<file path="src/sv/psc_pkg.sv">
// Shared constants, control types and helper functions of the pre-emphasis shaping chain.
`default_nettype none
package psc_pkg;

  localparam int SAMPLE_W    = 16;
  localparam int INT_W       = 24;
  localparam int COEFF_W     = 16;
  localparam int GAIN_W      = 16;
  localparam int COEFF_FRAC  = 14;
  localparam int GAIN_FRAC   = 8;
  localparam int SUM_W       = INT_W + 2;
  localparam int MUL_B_W     = GAIN_W + 1;
  localparam int PROD_W      = SUM_W + MUL_B_W;
  localparam int ACC_W       = INT_W + 6;
  localparam int SAMPLE_MAX  = 2 ** (SAMPLE_W - 1) - 1;
  localparam int WARM_W      = 4;
  localparam int WARM_SINGLE = 4;
  localparam int WARM_TWICE  = 8;
  localparam int LOW_B_START = 5;
  localparam int CFG_IDX_W   = 2;
  localparam int OP_W        = 3;

  // Operations of the shared multiplier.
  localparam logic [OP_W-1:0] OP_PRE_A = 3'd0;
  localparam logic [OP_W-1:0] OP_PRE_B = 3'd1;
  localparam logic [OP_W-1:0] OP_LOW_A = 3'd2;
  localparam logic [OP_W-1:0] OP_LOW_B = 3'd3;
  localparam logic [OP_W-1:0] OP_GAIN  = 3'd4;

  // Configuration register indexes.
  localparam logic [CFG_IDX_W-1:0] CFG_HF    = 2'd0;
  localparam logic [CFG_IDX_W-1:0] CFG_LF    = 2'd1;
  localparam logic [CFG_IDX_W-1:0] CFG_GAIN  = 2'd2;
  localparam logic [CFG_IDX_W-1:0] CFG_TWICE = 2'd3;

  typedef struct packed {
    logic            busy;
    logic [OP_W-1:0] op;
    logic            mul_en;
    logic            acc_en;
    logic            out_load;
  } psc_ctrl_t;

  // Clamp a wide stage result to the signed internal width.
  function automatic logic signed [INT_W-1:0] sat_int(input logic signed [ACC_W-1:0] v);
    logic signed [ACC_W-1:0] hi;
    logic signed [ACC_W-1:0] lo;
    hi = ACC_W'(2 ** (INT_W - 1) - 1);
    lo = -hi - ACC_W'(1);
    if (v > hi) begin
      return hi[INT_W-1:0];
    end else if (v < lo) begin
      return lo[INT_W-1:0];
    end
    return v[INT_W-1:0];
  endfunction

endpackage
`default_nettype wire

</file>
<file path="src/sv/psc_mul.sv">
// Shared signed multiplier with a registered product.
`default_nettype none
module psc_mul (
  input  wire                                       clk_i,
  input  wire                                       en_i,
  input  wire logic signed [psc_pkg::SUM_W-1:0]     a_i,
  input  wire logic signed [psc_pkg::MUL_B_W-1:0]   b_i,
  output logic signed [psc_pkg::PROD_W-1:0]         prod_o
);
  import psc_pkg::*;

  logic signed [PROD_W-1:0] prod_q;

  always_ff @(posedge clk_i) begin
    if (en_i) begin
      prod_q <= PROD_W'(a_i) * PROD_W'(b_i);
    end
  end

  assign prod_o = prod_q;

endmodule
`default_nettype wire

</file>
<file path="src/sv/psc_ctrl.sv">
// Sequencer that steps the shared multiplier through the filter passes and tracks warm-up.
`default_nettype none
module psc_ctrl (
  input  wire              clk_i,
  input  wire              rst_ni,
  input  wire              start_i,
  input  wire              restart_i,
  input  wire              twice_i,
  input  wire              out_free_i,
  output psc_pkg::psc_ctrl_t ctrl_o
);
  import psc_pkg::*;

  localparam logic [1:0] ST_IDLE = 2'd0;
  localparam logic [1:0] ST_MUL  = 2'd1;
  localparam logic [1:0] ST_ACC  = 2'd2;

  logic [1:0]        state_q, state_d;
  logic [OP_W-1:0]   op_q, op_d;
  logic [WARM_W-1:0] warm_q, warm_d;
  logic [WARM_W-1:0] c_q, c_d;
  logic [WARM_W-1:0] c_start;
  logic [OP_W-1:0]   nxt_op;
  logic              has_next;

  // The count seen by this sample, after an optional restart.
  assign c_start = restart_i ? '0 : warm_q;

  always_comb begin
    warm_d = warm_q;
    c_d    = c_q;
    if (start_i) begin
      c_d = c_start;
      if (c_start >= WARM_W'(WARM_TWICE - 1)) begin
        warm_d = WARM_W'(WARM_TWICE);
      end else begin
        warm_d = c_start + WARM_W'(1);
      end
    end
  end

  // Which pass follows the current one; later passes only run once their history is valid.
  always_comb begin
    nxt_op   = OP_GAIN;
    has_next = 1'b0;
    unique case (op_q)
      OP_PRE_A: begin
        if (c_q >= WARM_W'(1)) begin
          has_next = 1'b1;
          nxt_op   = twice_i ? OP_PRE_B : OP_LOW_A;
        end
      end
      OP_PRE_B: begin
        if (c_q >= WARM_W'(2)) begin
          has_next = 1'b1;
          nxt_op   = OP_LOW_A;
        end
      end
      OP_LOW_A: begin
        if (twice_i) begin
          has_next = (c_q >= WARM_W'(LOW_B_START));
          nxt_op   = OP_LOW_B;
        end else begin
          has_next = (c_q >= WARM_W'(WARM_SINGLE));
          nxt_op   = OP_GAIN;
        end
      end
      OP_LOW_B: begin
        has_next = (c_q >= WARM_W'(WARM_TWICE));
        nxt_op   = OP_GAIN;
      end
      default: begin
        has_next = 1'b0;
      end
    endcase
  end

  always_comb begin
    state_d         = state_q;
    op_d            = op_q;
    ctrl_o.busy     = (state_q != ST_IDLE);
    ctrl_o.op       = op_q;
    ctrl_o.mul_en   = 1'b0;
    ctrl_o.acc_en   = 1'b0;
    ctrl_o.out_load = 1'b0;
    unique case (state_q)
      ST_IDLE: begin
        if (start_i) begin
          state_d = ST_MUL;
          op_d    = OP_PRE_A;
        end
      end
      ST_MUL: begin
        ctrl_o.mul_en = 1'b1;
        state_d       = ST_ACC;
      end
      ST_ACC: begin
        if (op_q == OP_GAIN) begin
          // Hold the finished beat until the output register has room.
          if (out_free_i) begin
            ctrl_o.out_load = 1'b1;
            state_d         = ST_IDLE;
          end
        end else begin
          ctrl_o.acc_en = 1'b1;
          if (has_next) begin
            op_d    = nxt_op;
            state_d = ST_MUL;
          end else begin
            state_d = ST_IDLE;
          end
        end
      end
      default: begin
        state_d = ST_IDLE;
      end
    endcase
  end

  always_ff @(posedge clk_i or negedge rst_ni) begin
    if (!rst_ni) begin
      state_q <= ST_IDLE;
      op_q    <= OP_PRE_A;
      warm_q  <= '0;
      c_q     <= '0;
    end else begin
      state_q <= state_d;
      op_q    <= op_d;
      warm_q  <= warm_d;
      c_q     <= c_d;
    end
  end

  a_mul_then_acc: assert property (@(posedge clk_i) disable iff (!rst_ni)
    (state_q == ST_MUL) |=> (state_q == ST_ACC))
    else $error("multiply step not followed by accumulate step");

  a_start_idle: assert property (@(posedge clk_i) disable iff (!rst_ni)
    start_i |-> (state_q == ST_IDLE))
    else $error("sample accepted while sequencer busy");

  a_warm_cap: assert property (@(posedge clk_i) disable iff (!rst_ni)
    warm_q <= WARM_W'(WARM_TWICE))
    else $error("warm-up count past its cap");

  a_gain_warm: assert property (@(posedge clk_i) disable iff (!rst_ni)
    (state_q == ST_ACC && op_q == OP_GAIN) |->
      (twice_i ? (c_q >= WARM_W'(WARM_TWICE)) : (c_q >= WARM_W'(WARM_SINGLE))))
    else $error("output produced before history filled");

  a_load_idle: assert property (@(posedge clk_i) disable iff (!rst_ni)
    ctrl_o.out_load |=> (state_q == ST_IDLE))
    else $error("sequencer did not return to idle after output load");

endmodule
`default_nettype wire

</file>
<file path="src/sv/pre_emphasis_shaping_chain.sv">
// Top level of the pre-emphasis shaping chain: registers, histories, datapath and output stage.
//
// Usage: samples enter on the input channel (in_valid_i / in_stall_o) with sample_in_i and
// restart_i; shaped samples leave on the output channel (out_valid_o / out_stall_i). A beat
// moves when valid is high and stall is low. Configuration is written through cfg_we_i,
// cfg_index_i and cfg_data_i while the block is idle.
// Each sample runs through up to five passes of one shared multiplier: pre-emphasis (once or
// twice), low-frequency (once or twice) and gain. Every pass has a multiply step and an
// accumulate step. in_stall_o stays high from acceptance until the sequencer is back in idle,
// so a new sample is only accepted once the last one is through its passes, and sooner during
// warm-up, when later passes are skipped. During warm-up (4 samples single, 8 twice) no beat
// appears.
// in_stall_o is high while a sample is being processed. A finished beat waits in the output
// register; the next sample is accepted meanwhile, and the block only waits at the end of its
// gain pass while that register is still full and stalled.
// Reset clears all histories and the warm-up count and loads the default registers;
// restart_i does the same for the histories and count before its sample is processed.
`default_nettype none
module pre_emphasis_shaping_chain (
  input  wire                                          clk_i,
  input  wire                                          rst_ni,
  input  wire                                          in_valid_i,
  output logic                                         in_stall_o,
  input  wire logic signed [psc_pkg::SAMPLE_W-1:0]     sample_in_i,
  input  wire                                          restart_i,
  output logic                                         out_valid_o,
  input  wire                                          out_stall_i,
  output logic signed [psc_pkg::SAMPLE_W-1:0]          sample_out_o,
  output logic                                         clipped_o,
  input  wire                                          cfg_we_i,
  input  wire logic [psc_pkg::CFG_IDX_W-1:0]           cfg_index_i,
  input  wire logic [psc_pkg::GAIN_W-1:0]              cfg_data_i
);
  import psc_pkg::*;

  psc_ctrl_t ctrl;

  logic signed [COEFF_W-1:0]  hf_q, lf_q;
  logic [GAIN_W-1:0]          gain_q;
  logic                       twice_q;

  logic signed [SAMPLE_W-1:0] x_q;
  logic signed [INT_W-1:0]    acc_q;
  logic signed [SAMPLE_W-1:0] pre_a_q;
  logic signed [INT_W-1:0]    pre_b_q;
  logic signed [INT_W-1:0]    low_a_q [3];
  logic signed [INT_W-1:0]    low_b_q [3];
  logic signed [SUM_W-1:0]    sum_a_q, sum_b_q;

  logic                       out_valid_q;
  logic signed [SAMPLE_W-1:0] out_sample_q;
  logic                       out_clip_q;

  logic                       in_accept;
  logic                       out_free;
  logic signed [SUM_W-1:0]    mul_a;
  logic signed [MUL_B_W-1:0]  mul_b;
  logic signed [PROD_W-1:0]   prod;
  logic signed [PROD_W-1:0]   coeff_sh;
  logic signed [ACC_W-1:0]    coeff_term;
  logic signed [INT_W-1:0]    cur;
  logic signed [ACC_W-1:0]    cur_w;
  logic signed [ACC_W-1:0]    stage_w;
  logic signed [INT_W-1:0]    stage_r;
  logic signed [SUM_W-1:0]    new_sum_a, new_sum_b;
  logic signed [PROD_W-1:0]   gain_sh;
  logic signed [SAMPLE_W-1:0] gain_r;
  logic                       gain_clip;
  logic                       is_pre;

  assign in_accept  = in_valid_i && !ctrl.busy;
  assign in_stall_o = ctrl.busy;
  assign out_free   = !out_valid_q || !out_stall_i;

  psc_ctrl u_ctrl (
    .clk_i      (clk_i),
    .rst_ni     (rst_ni),
    .start_i    (in_accept),
    .restart_i  (restart_i),
    .twice_i    (twice_q),
    .out_free_i (out_free),
    .ctrl_o     (ctrl)
  );

  // Operand selection for the shared multiplier.
  always_comb begin
    mul_a = SUM_W'(acc_q);
    mul_b = MUL_B_W'(hf_q);
    case (ctrl.op)
      OP_PRE_A: begin
        mul_a = SUM_W'(pre_a_q);
        mul_b = MUL_B_W'(hf_q);
      end
      OP_PRE_B: begin
        mul_a = SUM_W'(pre_b_q);
        mul_b = MUL_B_W'(hf_q);
      end
      OP_LOW_A: begin
        mul_a = sum_a_q;
        mul_b = MUL_B_W'(lf_q);
      end
      OP_LOW_B: begin
        mul_a = sum_b_q;
        mul_b = MUL_B_W'(lf_q);
      end
      OP_GAIN: begin
        mul_a = SUM_W'(acc_q);
        mul_b = $signed({1'b0, gain_q});
      end
      default: begin
        mul_a = SUM_W'(acc_q);
        mul_b = MUL_B_W'(hf_q);
      end
    endcase
  end

  psc_mul u_mul (
    .clk_i  (clk_i),
    .en_i   (ctrl.mul_en),
    .a_i    (mul_a),
    .b_i    (mul_b),
    .prod_o (prod)
  );

  // Filter pass: current value minus or plus the shifted coefficient product, then clamp.
  assign is_pre     = (ctrl.op == OP_PRE_A) || (ctrl.op == OP_PRE_B);
  assign cur        = (ctrl.op == OP_PRE_A) ? INT_W'(x_q) : acc_q;
  assign cur_w      = ACC_W'(cur);
  assign coeff_sh   = prod >>> COEFF_FRAC;
  assign coeff_term = $signed(coeff_sh[ACC_W-1:0]);
  assign stage_w    = is_pre ? (cur_w - coeff_term) : (cur_w + coeff_term);
  assign stage_r    = sat_int(stage_w);

  // Running three-tap sums, ready for the next sample's multiply.
  assign new_sum_a = SUM_W'(acc_q) + SUM_W'(low_a_q[0]) + SUM_W'(low_a_q[1]);
  assign new_sum_b = SUM_W'(acc_q) + SUM_W'(low_b_q[0]) + SUM_W'(low_b_q[1]);

  // Gain scaling and symmetric output clamp.
  assign gain_sh = prod >>> GAIN_FRAC;
  always_comb begin
    gain_clip = 1'b0;
    gain_r    = gain_sh[SAMPLE_W-1:0];
    if (gain_sh > PROD_W'(SAMPLE_MAX)) begin
      gain_clip = 1'b1;
      gain_r    = SAMPLE_W'(SAMPLE_MAX);
    end else if (gain_sh < -PROD_W'(SAMPLE_MAX)) begin
      gain_clip = 1'b1;
      gain_r    = -SAMPLE_W'(SAMPLE_MAX);
    end
  end

  always_ff @(posedge clk_i or negedge rst_ni) begin
    if (!rst_ni) begin
      hf_q    <= COEFF_W'(15565);
      lf_q    <= '0;
      gain_q  <= GAIN_W'(256);
      twice_q <= 1'b0;
    end else if (cfg_we_i) begin
      unique case (cfg_index_i)
        CFG_HF:    hf_q    <= $signed(cfg_data_i);
        CFG_LF:    lf_q    <= $signed(cfg_data_i);
        CFG_GAIN:  gain_q  <= cfg_data_i;
        CFG_TWICE: twice_q <= cfg_data_i[0];
        default: ;
      endcase
    end
  end

  always_ff @(posedge clk_i) begin
    if (in_accept) begin
      x_q <= sample_in_i;
    end
    if (ctrl.acc_en) begin
      acc_q <= stage_r;
    end
  end

  always_ff @(posedge clk_i or negedge rst_ni) begin
    if (!rst_ni) begin
      pre_a_q <= '0;
      pre_b_q <= '0;
      sum_a_q <= '0;
      sum_b_q <= '0;
      for (int i = 0; i < 3; i++) begin
        low_a_q[i] <= '0;
        low_b_q[i] <= '0;
      end
    end else if (in_accept && restart_i) begin
      pre_a_q <= '0;
      pre_b_q <= '0;
      sum_a_q <= '0;
      sum_b_q <= '0;
      for (int i = 0; i < 3; i++) begin
        low_a_q[i] <= '0;
        low_b_q[i] <= '0;
      end
    end else if (ctrl.acc_en) begin
      case (ctrl.op)
        OP_PRE_A: pre_a_q <= x_q;
        OP_PRE_B: pre_b_q <= acc_q;
        OP_LOW_A: begin
          low_a_q[0] <= acc_q;
          low_a_q[1] <= low_a_q[0];
          low_a_q[2] <= low_a_q[1];
          sum_a_q    <= new_sum_a;
        end
        OP_LOW_B: begin
          low_b_q[0] <= acc_q;
          low_b_q[1] <= low_b_q[0];
          low_b_q[2] <= low_b_q[1];
          sum_b_q    <= new_sum_b;
        end
        default: ;
      endcase
    end
  end

  always_ff @(posedge clk_i or negedge rst_ni) begin
    if (!rst_ni) begin
      out_valid_q <= 1'b0;
    end else if (ctrl.out_load) begin
      out_valid_q <= 1'b1;
    end else if (!out_stall_i) begin
      out_valid_q <= 1'b0;
    end
  end

  always_ff @(posedge clk_i) begin
    if (ctrl.out_load) begin
      out_sample_q <= gain_r;
      out_clip_q   <= gain_clip;
    end
  end

  assign out_valid_o  = out_valid_q;
  assign sample_out_o = out_sample_q;
  assign clipped_o    = out_clip_q;

endmodule
`default_nettype wire

</file>
<file path="config.mk">
export PLATFORM = sky130hd
export DESIGN_NAME = pre_emphasis_shaping_chain
export DESIGN_NICKNAME = d
export VERILOG_FILES = /design/src/sv/psc_pkg.sv /design/src/sv/psc_mul.sv /design/src/sv/psc_ctrl.sv /design/src/sv/pre_emphasis_shaping_chain.sv
export SDC_FILE = /design/constraint.sdc
export NUM_CORES = 2
export LEC_CHECK = 0
export ABC_CLOCK_PERIOD_IN_PS = 8900
export BUFFER_PORTS_ARGS = -buffer_cell sky130_fd_sc_hd__buf_2
export CORE_MARGIN = 1.5
export CORE_UTILIZATION = 60
export CTS_CLUSTER_SIZE = 40
export DETAILED_ROUTE_END_ITERATION = 12
export PLACE_DENSITY = 0.74
export SLEW_MARGIN = 0
export SYNTH_ARGS = -nofsm -noshare
export SYNTH_HDL_FRONTEND = slang
export SYNTH_SLANG_ARGS = --single-unit
</file>
<file path="constraint.sdc">
create_clock -name clk_i -period 8.9 [get_ports clk_i]
set_input_delay 1.78 -clock clk_i [delete_from_list [all_inputs] [get_ports clk_i]]
set_output_delay 1.78 -clock clk_i [all_outputs]
set_load 0.05 [all_outputs]
</file>
# After elaboration in Yosys (flattened, before gate mapping)
# Cells that the tools add are included.
[totals]
ff_bits = 351
output_inout_bits = 19
in_bits = 40
elab_cells = 140
[classes]
addsub = 7
n_lt_le_gt_ge = 10
n_mux = 56
n_reduce_logical = 29
n_eq_ne = 14
n_mul = 1
[ops]
columns = ["cell", "count"]
rows = [
  ["$mux 72", 6],
  ["$mux 24", 7],
  ["$mux 26", 6],
  ["$pmux 26 s4", 1],
  ["$mux 16", 4],
  ["$add 25x24->26", 2],
  ["$add 24x24->25", 2],
  ["$mul 26x17->43", 1],
  ["$gt 35x16->1 const B", 1],
  ["$lt 35x16->1 const B", 1],
  ["$pmux 17 s2", 1],
  ["$add 24x29->30", 1],
  ["$gt 30x24->1 const B", 1],
  ["$lt 30x24->1 const B", 1],
  ["$mux 30", 1],
  ["$sub 24x29->30", 1],
  ["$mux 3", 6],
  ["$reduce_and 2->1", 9],
  ["$reduce_bool 2->1", 7],
  ["$mux 1", 13],
  ["$ge 4x3->1 const B", 3],
  ["$mux 2", 5],
  ["$pmux 3 s3", 1],
  ["$mux 4", 2],
  ["22 further kinds", 34],
]

# Logic depth before layout (Yosys ltp)
[logic_depth]
word_depth = 8
mapped_depth = 32
depth_no_buf = 29

# By module
# From an unflattened synthesis, not the netlist that was laid out.
[hier_totals]
cells_unflattened = 3452
area_unflattened_um2 = 35059.9
[by_module_without_submodules]
columns = ["mod", "cells_per_inst", "n_inst", "area_per_inst_um2", "seq_area_each_um2"]
rows = [
  ["pre_emphasis_shaping_chain", 1604, 1, 17375.4, 7679.9],
  ["psc_mul", 1770, 1, 16946.3, 1291.2],
  ["psc_ctrl", 78, 1, 738.2, 325.3],
]

# Least setup slack after synthesis
# OpenSTA, ideal clock, no wires.
[synth_path]
path_type = "register to register"
startpoint = "register u_ctrl.op_q[2]"
endpoint = "register u_mul.prod_q[42] (netlist: u_mul.prod_o[42]) (data pin)"
arrival_ps = 7485
setup_time_ps = 260
required_ps = 8640
path_buffers = 3
stages_incl_launch_ff = 31
synth_period_minus_slack_ps = 7745
setup_slack_ps = 1155
path_cell_list = "dfrtp_1 -> clkbuf_1 -> clkinv_1 -> nand2_1 -> clkbuf_1 -> o22ai_1 -> nor2_1 -> clkbuf_1 -> nand2_1 -> fa_1 -> inv_1 -> fa_1 -> inv_1 -> fa_1 -> inv_1 -> fa_1 -> fa_1 -> inv_1 -> fa_1 -> inv_1 -> ha_1 -> a21oi_1 -> o21ai_0 -> nor2_1 -> and2_1 -> a2111oi_2 -> a21oi_1 -> o311ai_2 -> a31oi_1 -> o21bai_1 -> xnor2_1"
[synth_between]
elab_chain_len = 4
word_cells_on_any_way = 9
cone_classes = "1 x mul; 4 x eq/ne; 2 x mux; 2 x reduce/logical"
[synth_lines]
columns = ["element", "line", "source"]
rows = [
  ["from (decl)", "psc_ctrl.sv:19", "logic [OP_W-1:0] op_q, op_d;"],
  ["from (signal assigned)", "psc_ctrl.sv:128", "op_q <= op_d;"],
  ["$eq 3x2->1", "pre_emphasis_shaping_chain.sv:89", "case (ctrl.op)"],
  ["$reduce_or 2->1 (no source line)", "-", ""],
  ["$pmux 17 s2", "pre_emphasis_shaping_chain.sv:89", ""],
  ["$mul 26x17->43 (*)", "psc_mul.sv:16", "prod_q <= PROD_W'(a_i) * PROD_W'(b_i);"],
  ["to (signal assigned)", "psc_mul.sv:16", ""],
  ["to (decl)", "psc_mul.sv:12", "logic signed [PROD_W-1:0] prod_q;"],
]
# Mark *: on every way between the ends. The rest lies on a longest branch, timed or not.
# A chain may end at the register's enable or synchronous reset.

# Worst setup path after layout
[layout_path]
startpoint = "register u_ctrl.op_q[0]"
endpoint = "register u_mul.prod_q[42] (netlist: u_mul.prod_o[42]) (data pin)"
# The elaborated chain is that of the path after synthesis.

==> results.sh <==
export IMPL_syn_avg_cell_area_sq_um=9.88
export IMPL_grt_pass1_vias=27600
export IMPL_worstHoldStart="u_ctrl.warm_q[0]$_DFFE_PN0P_"
export IMPL_fin_setup_tns_ns=0
export IMPL_slew_headroom_pct=18.2
export IMPL_synth_top_family_by_area="adder cells"
export IMPL_required_ns=9.21
export IMPL_design_area_sq_mm=0.0369
export IMPL_cts_root_buf="clkbuf_16"
export IMPL_multiInputGateArea_sq_mm=0.0228
export IMPL_h_tree_depth=2
export IMPL_synth_top_cell_by_area="fa_1"
export IMPL_globalplace_congestion=0.964
export IMPL_overflow=0
export IMPL_grt_setup_unrepaired="false"
export IMPL_finalSetupViolCount=0
export IMPL_muxShareOfSynthArea_pct=3.42
export IMPL_synth_seq_cells=343
export IMPL_reg2reg_to="u_mul.prod_o[42]$_DFFE_PN_"
export IMPL_drtIter0Drc=2387
export IMPL_antenna_found_initial=4
export IMPL_synthArstFlopShare_pct=73.2
export IMPL_clock_skew_ns=0.0500
export IMPL_reg2regPathDepth=30
export IMPL_holdPathEnd="u_ctrl.warm_q[0]$_DFFE_PN0P_"
export IMPL_placed_area_sq_mm=0.0356
export IMPL_cts_clk_slew_worst_paths_ns=0.06
export IMPL_synth_top_cell_area_share_pct=28.2
export IMPL_synth_cells=3459
export IMPL_finalMaxSlewViolations=0
export IMPL_hp_class="reg -> reg"
export IMPL_seq_area_sq_mm=0.00906
export IMPL_wirelength_microns=101000
export IMPL_synth_xor_area_share_pct=3.44
export IMPL_max_freq_mhz=120
export IMPL_hold_depth=2
export IMPL_r2r_start="u_ctrl.op_q[0]$_DFFE_PN0P_"
export IMPL_port_buffers=58
export IMPL_crit_arrival_ns=8.63
export IMPL_die_w_microns=242
export IMPL_synth_edf_count=92
export IMPL_yosys_area_share_simple_pct=12.7
export IMPL_cts_buffers=39
export IMPL_rrSetupSlack_ns=0.59
export IMPL_grt_pass1_wl_microns=160000
export IMPL_min_period_ns=8.31
export IMPL_dp_hpwl_microns=80100
export IMPL_post_drt_wl_per_cell_microns=23.6
export IMPL_cpPeakStageDelay_ns=0.64
export IMPL_yosysSeqAreaShare_pct=26.5
export IMPL_synth_top_flop_cell="dfrtp_1"
export IMPL_area_growth_syn_to_layout_pct=7.98
export IMPL_yosysWarnings=0
export IMPL_synthTopCellsByArea="fa_1, dfrtp_1, edfxtp_1"
export IMPL_synth_compound_area_share_pct=12.3
export IMPL_final_cell_mix="nand2_1, fa_1, inv_1"
export IMPL_io_pins=59
export IMPL_grt_use_total_pct=35.9
export IMPL_drtPass1Iterations=6
export IMPL_die_area_sq_mm=0.0584
export IMPL_initial_utilization_pct=60.6
export IMPL_remaining_drc_errors=0
export IMPL_cp_slowest_cell="dfrtp_4"
export IMPL_drive_above_1_share_pct=10.2
export IMPL_worst_pin_slew_ns=1.22
export IMPL_worstSkewPairLatency_ns=0.60
export IMPL_synth_distinct_cells=84
export IMPL_vias_per_cell=6.07
export IMPL_criticalPathCategory="reg -> reg"
export IMPL_crit_fanout=24
export IMPL_final_core_util_pct=65.4
export IMPL_vias=26000
export IMPL_die_h_microns=242
export IMPL_synth_nets=4159
export IMPL_cp_end_kind="flop"
export IMPL_final_nets=4207
export IMPL_clock_sinks=343
export IMPL_cts_buffer_depth=3
export IMPL_cpMostUsedCell="fa_1"
export IMPL_critPathLaunchType="flop"
export IMPL_fillCellCount=4572
export IMPL_synthAdderAreaFrac_pct=34.7
export IMPL_period_share_pct=93.4
export IMPL_core_area_sq_mm=0.0564
export IMPL_cap_violations=0
export IMPL_core_rowCount=87
export IMPL_hold_viol_final=0
export IMPL_tritoncts="yes"
export IMPL_synthesis_area_sq_mm=0.0342
export IMPL_final_common_cell="nand2_1"
export IMPL_ant_nets=0
export IMPL_status="finished, final reports clean"
export IMPL_grt_max_degree=105
==> kinds of logic (layout without fill, tap and decap cells) <==
kind of cell | after synthesis | in the layout
AO/OA/AOI/OAI | 605 | 605
XOR/XNOR | 134 | 134
adder cells (fa/ha/maj) | 660 | 660
buffers and inverters | 620 | 696
flip-flops | 343 | 343
multiplexers | 90 | 90
other | 0 | 3
AND/OR/NAND/NOR | 1007 | 1007
==> what timing repair did <==
| action | 4_1_cts | 5_1_grt |
|---|---|---|
| hold buffers | 0 | 0 |
| resized for setup | 0 | 3 |
| buffers inserted | 0 | 0 |
| endpoints found under the setup margin | 0 | 1 |
==> metrics by stage <==
stage | setup WS [ns] | hold WS [ns] | std cells
after floorplan | 1.15 | 0.442 | 3459
after global placement | 0.631 | 0.462 | 4222
after detailed placement | 0.458 | 0.467 | 4222
after CTS | 0.477 | 0.480 | 4291
after global routing | 0.0457 | 0.513 | 4291
final | 0.585 | 0.477 | 4294
==> Yosys cell counts, drive strengths merged, types with 12 or more instances <==
cell type and count:
o21ai 147, dfrtp 241, nor4 15, a211oi 18, o211ai 12, nand4 16, and2 24, nor2 302
a22o 113, nor2b 23, xnor2 83, fa 481, o21a 26, nand2b 28, nand3 22, a21oi 131
mux2i 12, ha 179, mux2 63, buf 15, clkbuf 127, mux4 15, nand2 483, and3 12
inv 475, xor2 51, nor3 45, a21o 60, edfxtp 92
==> how the worst max path moves through the flow <==
stage	from	end	slack [ns]
global placement	u_ctrl.op_q[0]$_DFFE_PN0P_	u_mul.prod_o[42]$_DFFE_PN_	0.63
finish	u_ctrl.op_q[0]$_DFFE_PN0P_	u_mul.prod_o[42]$_DFFE_PN_	0.59
detailed placement	u_ctrl.op_q[0]$_DFFE_PN0P_	u_mul.prod_o[42]$_DFFE_PN_	0.46
floorplan	u_ctrl.op_q[2]$_DFFE_PN0P_	u_mul.prod_o[42]$_DFFE_PN_	1.15
CTS	u_ctrl.op_q[0]$_DFFE_PN0P_	u_mul.prod_o[42]$_DFFE_PN_	0.48
global route	u_ctrl.op_q[0]$_DFFE_PN0P_	u_mul.prod_o[42]$_DFFE_PN_	0.05
==> flip-flops by register name, indices dropped and copies added (netlist names) <==
name	cells
u_ctrl.op_q	3
u_ctrl.c_q	4
twice_q	1
x_q	16
clipped_o	1
out_valid_o	1
sum_b_q	26
hf_q	16
pre_a_q	16
low_a_q	48
gain_q	16
u_mul.prod_o	35
u_ctrl.state_q	2
sample_out_o	16
lf_q	16
sum_a_q	26
low_b_q	48
acc_q	24
u_ctrl.warm_q	4
pre_b_q	24
==> critical path, delay by kind of cell, from the launching register on <==
family | cells | cell delay [ns]
adders and majority gates | 7 | 3.49
AOI/OAI and AO/OA | 7 | 1.70
and+or+nand+nor | 8 | 1.27
buffers and inverters | 7 | 0.85
DFF | 1 | 0.64
xor gates and xnor gates | 1 | 0.09
==> per-layer routing <==
layer	global-route usage (%)	wire length, microns	up-vias
li1	-	-	11400
met2	56.8	46500	1163
met5	0	65	-
met1	46.1	39800	13200
met3	10.3	9870	251
met4	16.5	5070	6
==> cell type report <==
class	count	share of cell area, %
diodes	3	0.0203
clock buffers	52	2.94
clock inverters	17	0.543
inverters	478	4.86
multi-input cells	2496	61.8
flip-flops and latches	343	24.6
well taps	756	2.56
repair buffers	149	2.67
Power is not shown: default switching activity piles up to over one toggle a cycle in this logic, so the estimate is an artifact.
